--- src/rtl/dcpt_pkg.sv ---
// shared types, constants and helpers for the dram command prerequisite tracker
package dcpt_pkg;

  localparam int RANKS    = 2;
  localparam int BANKS    = 8;
  localparam int ROW_BITS = 16;

  // fixed port widths of the request fields
  localparam int RANK_IN_W = 1;
  localparam int BANK_IN_W = 3;
  localparam int ROW_IN_W  = 16;
  localparam int CMD_W     = 4;
  localparam int PWR_W     = 2;

  localparam int SLOTS  = RANKS * BANKS;
  localparam int RANK_W = (RANKS > 1) ? $clog2(RANKS) : 1;
  localparam int BANK_W = (BANKS > 1) ? $clog2(BANKS) : 1;
  localparam int SLOT_W = (SLOTS > 1) ? $clog2(SLOTS) : 1;

  typedef enum logic [CMD_W-1:0] {
    CMD_ACT  = 4'd0,
    CMD_PRE  = 4'd1,
    CMD_PREA = 4'd2,
    CMD_RD   = 4'd3,
    CMD_WR   = 4'd4,
    CMD_RDA  = 4'd5,
    CMD_WRA  = 4'd6,
    CMD_REF  = 4'd7,
    CMD_PDE  = 4'd8,
    CMD_PDX  = 4'd9,
    CMD_SRE  = 4'd10,
    CMD_SRX  = 4'd11
  } cmd_e;

  typedef enum logic [PWR_W-1:0] {
    PWR_UP    = 2'd0,
    PWR_ACTPD = 2'd1,
    PWR_PREPD = 2'd2,
    PWR_SR    = 2'd3
  } pwr_e;

  // controller to datapath commands
  typedef struct packed {
    logic capture;
    logic commit;
  } dcpt_ctrl_t;

  // wrap a rank index into range by repeated subtraction
  function automatic logic [RANK_W-1:0] wrap_rank(logic [RANK_IN_W-1:0] v);
    logic [4:0] t;
    t = 5'(v);
    for (int i = 0; i < (1 << RANK_IN_W); i++) begin
      if (t >= 5'(RANKS)) t = t - 5'(RANKS);
    end
    return RANK_W'(t);
  endfunction

  // wrap a bank index into range by repeated subtraction
  function automatic logic [BANK_W-1:0] wrap_bank(logic [BANK_IN_W-1:0] v);
    logic [4:0] t;
    t = 5'(v);
    for (int i = 0; i < (1 << BANK_IN_W); i++) begin
      if (t >= 5'(BANKS)) t = t - 5'(BANKS);
    end
    return BANK_W'(t);
  endfunction

  // keep the low ROW_BITS bits, zero-extending when the row is wider than the port
  function automatic logic [ROW_BITS-1:0] fit_row(logic [ROW_IN_W-1:0] v);
    logic [ROW_IN_W+ROW_BITS-1:0] ext;
    ext = {{ROW_BITS{1'b0}}, v};
    return ext[ROW_BITS-1:0];
  endfunction

endpackage

--- src/rtl/dcpt_ctrl.sv ---
// controller fsm: request acceptance, evaluation slot and result valid
module dcpt_ctrl
  import dcpt_pkg::*;
(
  input  logic       clk_i,
  input  logic       rst_ni,
  input  logic       in_valid_i,
  output logic       in_ready_o,
  output logic       out_valid_o,
  input  logic       out_ready_i,
  output dcpt_ctrl_t ctrl_o
);

  typedef enum logic [1:0] {
    S_IDLE = 2'b01,
    S_EVAL = 2'b10
  } state_e;

  state_e state_q, state_d;
  logic   out_valid_q, out_valid_d;

  always_comb begin
    state_d        = state_q;
    out_valid_d    = out_valid_q;
    ctrl_o.capture = 1'b0;
    ctrl_o.commit  = 1'b0;
    if (out_valid_q && out_ready_i) out_valid_d = 1'b0;
    unique case (state_q)
      S_IDLE: begin
        ctrl_o.capture = in_valid_i;
        if (in_valid_i) state_d = S_EVAL;
      end
      S_EVAL: begin
        // hold the evaluation until the result register is free
        if (!out_valid_q || out_ready_i) begin
          ctrl_o.commit = 1'b1;
          out_valid_d   = 1'b1;
          state_d       = S_IDLE;
        end
      end
      default: state_d = S_IDLE;
    endcase
  end

  always_ff @(posedge clk_i or negedge rst_ni) begin
    if (!rst_ni) begin
      state_q     <= S_IDLE;
      out_valid_q <= 1'b0;
    end else begin
      state_q     <= state_d;
      out_valid_q <= out_valid_d;
    end
  end

  assign in_ready_o  = (state_q == S_IDLE);
  assign out_valid_o = out_valid_q;

`ifndef NO_ASSERTIONS
  a_state_onehot: assert property (@(posedge clk_i) disable iff (!rst_ni)
    $onehot(state_q)) else $error("controller state not one-hot");
  a_capture_evals: assert property (@(posedge clk_i) disable iff (!rst_ni)
    ctrl_o.capture |=> (state_q == S_EVAL)) else $error("capture not followed by eval");
  a_commit_valid: assert property (@(posedge clk_i) disable iff (!rst_ni)
    ctrl_o.commit |=> out_valid_q) else $error("commit did not raise result valid");
  a_no_overlap: assert property (@(posedge clk_i) disable iff (!rst_ni)
    !(ctrl_o.capture && ctrl_o.commit)) else $error("capture and commit together");
`endif

endmodule

--- src/rtl/dcpt_datapath.sv ---
// datapath: rank power and bank state, open-row memory, rule evaluation, result register
module dcpt_datapath
  import dcpt_pkg::*;
(
  input  logic                 clk_i,
  input  logic                 rst_ni,
  input  dcpt_ctrl_t           ctrl_i,
  input  logic                 action_i,
  input  logic [CMD_W-1:0]     command_i,
  input  logic [RANK_IN_W-1:0] rank_index_i,
  input  logic [BANK_IN_W-1:0] bank_index_i,
  input  logic [ROW_IN_W-1:0]  row_index_i,
  output logic [CMD_W-1:0]     next_command_o,
  output logic                 row_hit_o,
  output logic                 issue_now_o,
  output logic [PWR_W-1:0]     rank_power_o
);

  // captured request
  logic                action_q;
  logic [CMD_W-1:0]    cmd_q;
  logic [RANK_W-1:0]   rank_q;
  logic [BANK_W-1:0]   bank_q;
  logic [SLOT_W-1:0]   slot_q;
  logic [ROW_BITS-1:0] row_q;

  logic [RANK_W-1:0]   rank_in;
  logic [BANK_W-1:0]   bank_in;
  logic [SLOT_W-1:0]   slot_in;

  // tracked state
  logic [PWR_W-1:0]    rank_state_q [RANKS];
  logic [BANKS-1:0]    bank_open_q  [RANKS];
  logic [BANKS-1:0]    bank_open_d  [RANKS];
  logic [PWR_W-1:0]    pwr_d;
  logic                mem_we;
  logic [ROW_BITS-1:0] row_mem [SLOTS];
  logic [ROW_BITS-1:0] row_rd_q;

  // evaluation
  logic [PWR_W-1:0]    pwr;
  logic                bank_is_open;
  logic                any_open;
  logic                hit;
  logic                pd;
  logic [CMD_W-1:0]    next_cmd;

  // result register
  logic [CMD_W-1:0]    next_command_q;
  logic                row_hit_q;
  logic                issue_now_q;
  logic [PWR_W-1:0]    rank_power_q;

  assign rank_in = wrap_rank(rank_index_i);
  assign bank_in = wrap_bank(bank_index_i);
  assign slot_in = SLOT_W'(rank_in) * SLOT_W'(BANKS) + SLOT_W'(bank_in);

  always_ff @(posedge clk_i) begin
    if (ctrl_i.capture) begin
      action_q <= action_i;
      cmd_q    <= command_i;
      rank_q   <= rank_in;
      bank_q   <= bank_in;
      slot_q   <= slot_in;
      row_q    <= fit_row(row_index_i);
    end
  end

  // open-row store, read at capture, written when an ACT is applied
  always_ff @(posedge clk_i) begin
    if (mem_we) row_mem[slot_q] <= row_q;
    if (ctrl_i.capture) row_rd_q <= row_mem[slot_in];
  end

  assign pwr          = rank_state_q[rank_q];
  assign bank_is_open = bank_open_q[rank_q][bank_q];
  assign any_open     = |bank_open_q[rank_q];
  assign hit          = bank_is_open && (row_rd_q == row_q);
  assign pd           = (pwr == PWR_ACTPD) || (pwr == PWR_PREPD);

  // prerequisite of the wanted command
  always_comb begin
    next_cmd = cmd_q;
    if (!action_q) begin
      unique case (cmd_q)
        CMD_RD, CMD_WR, CMD_RDA, CMD_WRA: begin
          priority if (pd)           next_cmd = CMD_PDX;
          else if (pwr == PWR_SR)    next_cmd = CMD_SRX;
          else if (!bank_is_open)    next_cmd = CMD_ACT;
          else if (!hit)             next_cmd = CMD_PRE;
          else                       next_cmd = cmd_q;
        end
        CMD_REF: next_cmd = any_open ? CMD_PREA : CMD_REF;
        CMD_PDE: next_cmd = (pwr == PWR_SR) ? CMD_SRX : CMD_PDE;
        CMD_SRE: next_cmd = pd ? CMD_PDX : CMD_SRE;
        default: next_cmd = cmd_q;
      endcase
    end
  end

  // state change of an issued command
  always_comb begin
    bank_open_d = bank_open_q;
    pwr_d       = pwr;
    mem_we      = 1'b0;
    if (action_q) begin
      unique case (cmd_q)
        CMD_ACT: begin
          bank_open_d[rank_q][bank_q] = 1'b1;
          mem_we = ctrl_i.commit;
        end
        CMD_PRE, CMD_RDA, CMD_WRA: bank_open_d[rank_q][bank_q] = 1'b0;
        CMD_PREA:         bank_open_d[rank_q] = '0;
        CMD_PDE:          pwr_d = any_open ? PWR_ACTPD : PWR_PREPD;
        CMD_PDX, CMD_SRX: pwr_d = PWR_UP;
        CMD_SRE:          pwr_d = PWR_SR;
        default: ;
      endcase
    end
  end

  always_ff @(posedge clk_i or negedge rst_ni) begin
    if (!rst_ni) begin
      for (int r = 0; r < RANKS; r++) begin
        rank_state_q[r] <= PWR_UP;
        bank_open_q[r]  <= '0;
      end
    end else if (ctrl_i.commit) begin
      rank_state_q[rank_q] <= pwr_d;
      bank_open_q          <= bank_open_d;
    end
  end

  always_ff @(posedge clk_i) begin
    if (ctrl_i.commit) begin
      next_command_q <= next_cmd;
      row_hit_q      <= hit;
      issue_now_q    <= (next_cmd == cmd_q);
      rank_power_q   <= pwr_d;
    end
  end

  assign next_command_o = next_command_q;
  assign row_hit_o      = row_hit_q;
  assign issue_now_o    = issue_now_q;
  assign rank_power_o   = rank_power_q;

`ifndef NO_ASSERTIONS
  a_issue_echoes: assert property (@(posedge clk_i) disable iff (!rst_ni)
    (ctrl_i.commit && action_q) |=> issue_now_q) else $error("issue did not echo command");
  a_prea_closes: assert property (@(posedge clk_i) disable iff (!rst_ni)
    (ctrl_i.commit && action_q && (cmd_q == CMD_PREA)) |=> (bank_open_q[$past(rank_q)] == '0))
    else $error("precharge-all left a bank open");
  a_act_opens: assert property (@(posedge clk_i) disable iff (!rst_ni)
    mem_we |=> bank_open_q[$past(rank_q)][$past(bank_q)]) else $error("activate did not open bank");
`endif

endmodule

--- src/rtl/dram_command_prereq_tracker.sv ---
// top level of the dram command prerequisite tracker
//
//  channel  signals                                        direction
//  in       in_valid_i/in_ready_o, action_i, command_i,    request in
//           rank_index_i, bank_index_i, row_index_i
//  out      out_valid_o/out_ready_i, next_command_o,       result out
//           row_hit_o, issue_now_o, rank_power_o
//
// one request at a time: an accept cycle (open-row memory read), then an
// evaluate cycle that updates bank and rank state and loads the result register.
// the evaluate cycle waits while the previous result is still held unread.
// reset clears all ranks to power up and all banks to closed; no clearing pass.
// in_ready_o is low from accept until the evaluate cycle has loaded the result.
module dram_command_prereq_tracker
  import dcpt_pkg::*;
(
  input  logic                 clk_i,
  input  logic                 rst_ni,
  input  logic                 in_valid_i,
  output logic                 in_ready_o,
  input  logic                 action_i,
  input  logic [CMD_W-1:0]     command_i,
  input  logic [RANK_IN_W-1:0] rank_index_i,
  input  logic [BANK_IN_W-1:0] bank_index_i,
  input  logic [ROW_IN_W-1:0]  row_index_i,
  output logic                 out_valid_o,
  input  logic                 out_ready_i,
  output logic [CMD_W-1:0]     next_command_o,
  output logic                 row_hit_o,
  output logic                 issue_now_o,
  output logic [PWR_W-1:0]     rank_power_o
);

  dcpt_ctrl_t ctrl;

  dcpt_ctrl u_ctrl (
    .clk_i       (clk_i),
    .rst_ni      (rst_ni),
    .in_valid_i  (in_valid_i),
    .in_ready_o  (in_ready_o),
    .out_valid_o (out_valid_o),
    .out_ready_i (out_ready_i),
    .ctrl_o      (ctrl)
  );

  dcpt_datapath u_datapath (
    .clk_i          (clk_i),
    .rst_ni         (rst_ni),
    .ctrl_i         (ctrl),
    .action_i       (action_i),
    .command_i      (command_i),
    .rank_index_i   (rank_index_i),
    .bank_index_i   (bank_index_i),
    .row_index_i    (row_index_i),
    .next_command_o (next_command_o),
    .row_hit_o      (row_hit_o),
    .issue_now_o    (issue_now_o),
    .rank_power_o   (rank_power_o)
  );

endmodule
--- config.mk ---
export PLATFORM = sky130hd
export DESIGN_NAME = dram_command_prereq_tracker
export DESIGN_NICKNAME = d
export VERILOG_FILES = /design/src/rtl/dcpt_pkg.sv /design/src/rtl/dcpt_ctrl.sv /design/src/rtl/dcpt_datapath.sv /design/src/rtl/dram_command_prereq_tracker.sv
export SDC_FILE = /design/constraint.sdc
export NUM_CORES = 1
export LEC_CHECK = 0
export BUFFER_PORTS_ARGS = -buffer_cell sky130_fd_sc_hd__buf_2
export CORE_ASPECT_RATIO = 1.25
export CORE_MARGIN = 3
export CORE_UTILIZATION = 27
export CTS_CLUSTER_DIAMETER = 120
export DETAILED_ROUTE_END_ITERATION = 8
export GPL_TIMING_DRIVEN = 1
export HOLD_SLACK_MARGIN = 0.08
export PLACE_DENSITY_LB_ADDON = 0.12
export SYNTH_ARGS = -nofsm -noshare
export SYNTH_HDL_FRONTEND = slang
export SYNTH_SLANG_ARGS = --single-unit
--- constraint.sdc ---
create_clock -name clk_i -period 3.75 [get_ports clk_i]
set_clock_uncertainty 0.05 [all_clocks]
set_input_delay 0.1875 -clock clk_i [delete_from_list [all_inputs] [get_ports clk_i]]
set_output_delay 0.1875 -clock clk_i [all_outputs]
set_load 0.005 [all_outputs]
==> qor.yml <==
placed_cell_area_sq_um: 14100
grt_pass1_vias: 7167
fmaxAchievable_mhz: 307
final.hold.worst_slack_ns: 0.134
postRouteWirelength_um: 32800
multi_input_area_sq_um: 3130
critical_path_required_ns: 4.04
number_of_flops_mapped_to_enable_cells_by_yosys: 305
slew_viol_final: 0
die_area_sq_um: 50800
drc_errors: 0
mappedNetlistArea_sq_um: 13000
cts_made_buffers: 38
start_point_of_the_critical_path: "u_datapath.row_q[15]"
post_detailed_route_count_of_antenna_violating_nets: 0
min_period_ns: 3.26
clock_sinks: 328
final_util: 0.328
placed_cells: 1310
area.sequential_sq_um: 9740
tightest_slew_ns: 0.954
num-fill-cells: 4516
yosys-top-cells-area: "edfxtp_1 71%, mux4_2 14%, dfrtp_1 4.2%"
initial_utilization: 0.274
globalRoute.totalOverflow: 0
finalHoldViolations: 0
grt_max_degree: 66
drt_iter0_markers: 513
ys_async_sr_fraction: 0.0701
synth_cells: 642
layout.cells.non_filler: 1403
postSynthNetCount: 672
clk_pin_slew_ns: 0.06
die_x_um: 202
timing.final.ws_setup_ns: 0.494
rr_startpoint: "u_datapath.row_q[15]"
place_worst_setup_slack_ns: 0.404
yosysUniqueCellTypes: 51
worst_skew_late_latency_ns: 0.52
maxSlewHeadroom: 0.364
critical_path.startpoint_type: "flip-flop"
finalSetupViolations: 0
synth.top_cell.area_share: 0.705
final_nets: 768
place_congestion: 0.833
totalPowerFinal_mw: 8.20
cellPowerDensity_nw_per_um2: 528
floorplan_row_count: 89
vias_per_cell: 4.67
netlist.top_cell.by_area: "edfxtp_1"
num_vias: 6557
power.ir.vdd_worst_uv: 262
synth.yosys.seq_area_share: 0.750
ctsHtreeMaxLevel: 2
wl_per_cell_um: 23.4
synthesis.area_per_instance_sq_um: 20.2
worst_ep_arrival_time_ns: 3.54
antenna_cells_inserted: 0
ys_seq_elements: 328
first_pass_grt_wire_length_um: 48300
tns_ns: 0
min_period_over_period: 0.868
cts-root-buf: "clkbuf_16"
tritoncts: "yes"
rsz0062_at_grt: "false"
grt_antenna_before_repair: 0
crit_type: "reg -> reg"
floorplan.core_area_sq_um: 47300
critical_path.endpoint_type: "flip-flop"
grt_usage: 0.130
number_of_top_level_pins: 39
cts_max_path_buffers: 3
buffer_ports.inserted: 38
status: "complete, no violations"
synthToLayoutAreaGrowth_pct: 19.5
detailedPlacementHpwl_um: 18500
detail_route.first_pass.iterations: 4
synth_ff_type: "edfxtp_1"
static-leakage-power_nw: 4.95
drv_cap: 0
crit_fanout: 17
synthesis.yosys.warnings: 0
chipHeight_um: 251
share_of_post_route_cells_with_drive_strength_above_1: 0.302
worstHoldPathType: "in -> async"
layout.cell_area.non_filler_sq_um: 15500
==> cell families (layout without fill, tap and decap cells) <==
| logic type | Yosys count | count (layout) | share of synthesized area |
|---|---|---|---|
| AO/OA/AOI/OAI | 77 | 77 | 0.0369 |
| adder cells (fa/ha/maj) | 1 | 1 | 0.000963 |
| multiplexers | 91 | 91 | 0.150 |
| buffers and inverters | 36 | 160 | 0.0130 |
| XOR/XNOR | 18 | 18 | 0.0121 |
| flip-flops | 328 | 328 | 0.750 |
| AND/OR/NAND/NOR | 91 | 91 | 0.0374 |
==> final timing paths <==
| path | cells past startpoint | slack [ns] | end |
|---|---|---|---|
| setup reg to reg | 7 | 0.49 | u_datapath.issue_now_o |
| min in group clk_i | 2 | 0.17 | u_datapath.slot_q[1] |
| max in group asynchronous | 2 | 3.15 | u_datapath.bank_open_q[9] |
| setup / recovery | 7 | 0.49 | u_datapath.issue_now_o |
| hold / removal | 2 | 0.13 | u_ctrl.state_q[1] |
| hold reg to reg | 1 | 0.47 | u_datapath.rank_state_q[0] |
==> Yosys cell counts (2+ instances only) <==
master	instances
nor2_1	24
a31oi_1	7
and3_1	2
nor3b_1	2
edfxtp_1	305
or3_1	2
clkbuf_1	17
nand3_1	5
mux4_2	82
a21oi_1	14
o31ai_1	2
nand2b_1	9
or2_2	3
o21ai_0	38
nor3_1	4
buf_6	2
nand2_1	16
nand4_1	5
o21a_1	3
dfrtp_1	22
buf_1	2
buf_2	9
and2_1	2
nor2b_1	6
xnor2_1	18
o22ai_1	2
buf_4	2
mux2_2	6
mux2i_1	2
inv_1	4
nor4_1	5
==> sequential cells by signal, summed over array words and instances, names as in the netlist <==
| signal | cells |
|---|---|
| u_datapath.row_q | 16 |
| u_datapath.row_hit_o | 1 |
| u_datapath.slot_q | 4 |
| u_datapath.cmd_q | 4 |
| u_datapath.rank_power_o | 2 |
| u_ctrl.out_valid_o | 1 |
| u_datapath.next_command_o | 4 |
| u_datapath.row_rd_q | 16 |
| u_datapath.issue_now_o | 1 |
| u_datapath.action_q | 1 |
| u_datapath.row_mem | 256 |
| u_datapath.bank_open_q | 16 |
| u_datapath.rank_state_q | 4 |
| u_ctrl.state_q | 2 |
==> cell usage in the layout (no fill, tap or decap), types with 3 or more instances in the layout <==
cell	netlist	final
nand4_1	5	5
nand2b_1	9	9
clkinv_1	0	7
nor2_2	0	16
xnor2_1	18	18
buf_2	9	37
edfxtp_1	305	305
dfrtp_1	22	22
mux4_2	82	82
a31oi_1	7	7
mux2_2	6	6
o21a_1	3	3
dlygate4sd3_1	0	25
clkbuf_1	17	10
or2_2	3	3
clkbuf_16	0	40
nand2_1	16	16
clkinv_2	0	4
inv_1	4	4
nand3_1	5	5
a21oi_1	14	14
nor3_1	4	4
nor4_1	5	5
nor2b_1	6	6
nor2_1	24	7
buf_4	2	24
o21ai_0	38	38
==> metal layers <==
layer  global-route usage  up-vias  wire length, um
met4               0.0357        0              718
met1                0.160     3519            13700
met2                0.237      158            17300
met5                    0        -                0
met3               0.0198       50             1010
li1                     -     2830                -
==> report_power, final <==
group	internal [mW]	switching, mW
Clock	2.11	1.44
Combinational	0.208	0.249
Sequential	4.10	0.0977
==> critical path: stages, from the launching register on <==
cell,delay [ns]
edfxtp_1,0.59
xnor2_1,0.58
nand4_1,0.27
nor4_1,0.54
buf_4,0.21
nor3b_2,0.37
o311ai_2,0.17
nor4b_2,0.29
==> layout make-up <==
class	instances	area share
Clock inverter	17	0.00902
Sequential cell	328	0.627
Multi-Input combinational cell	278	0.202
Timing Repair Buffer	88	0.0422
Inverter	4	0.000967
Tap cell	637	0.0513
Clock buffer	51	0.0678
==> repair_timing <==
| item | in CTS | in global routing |
|---|---|---|
| hold endpoints to repair | 48 | 0 |
| setup buffers | 0 | 0 |
| gates resized for setup | 0 | 0 |
| hold buffers | 25 | 0 |
(Power assumes the default switching activity.)
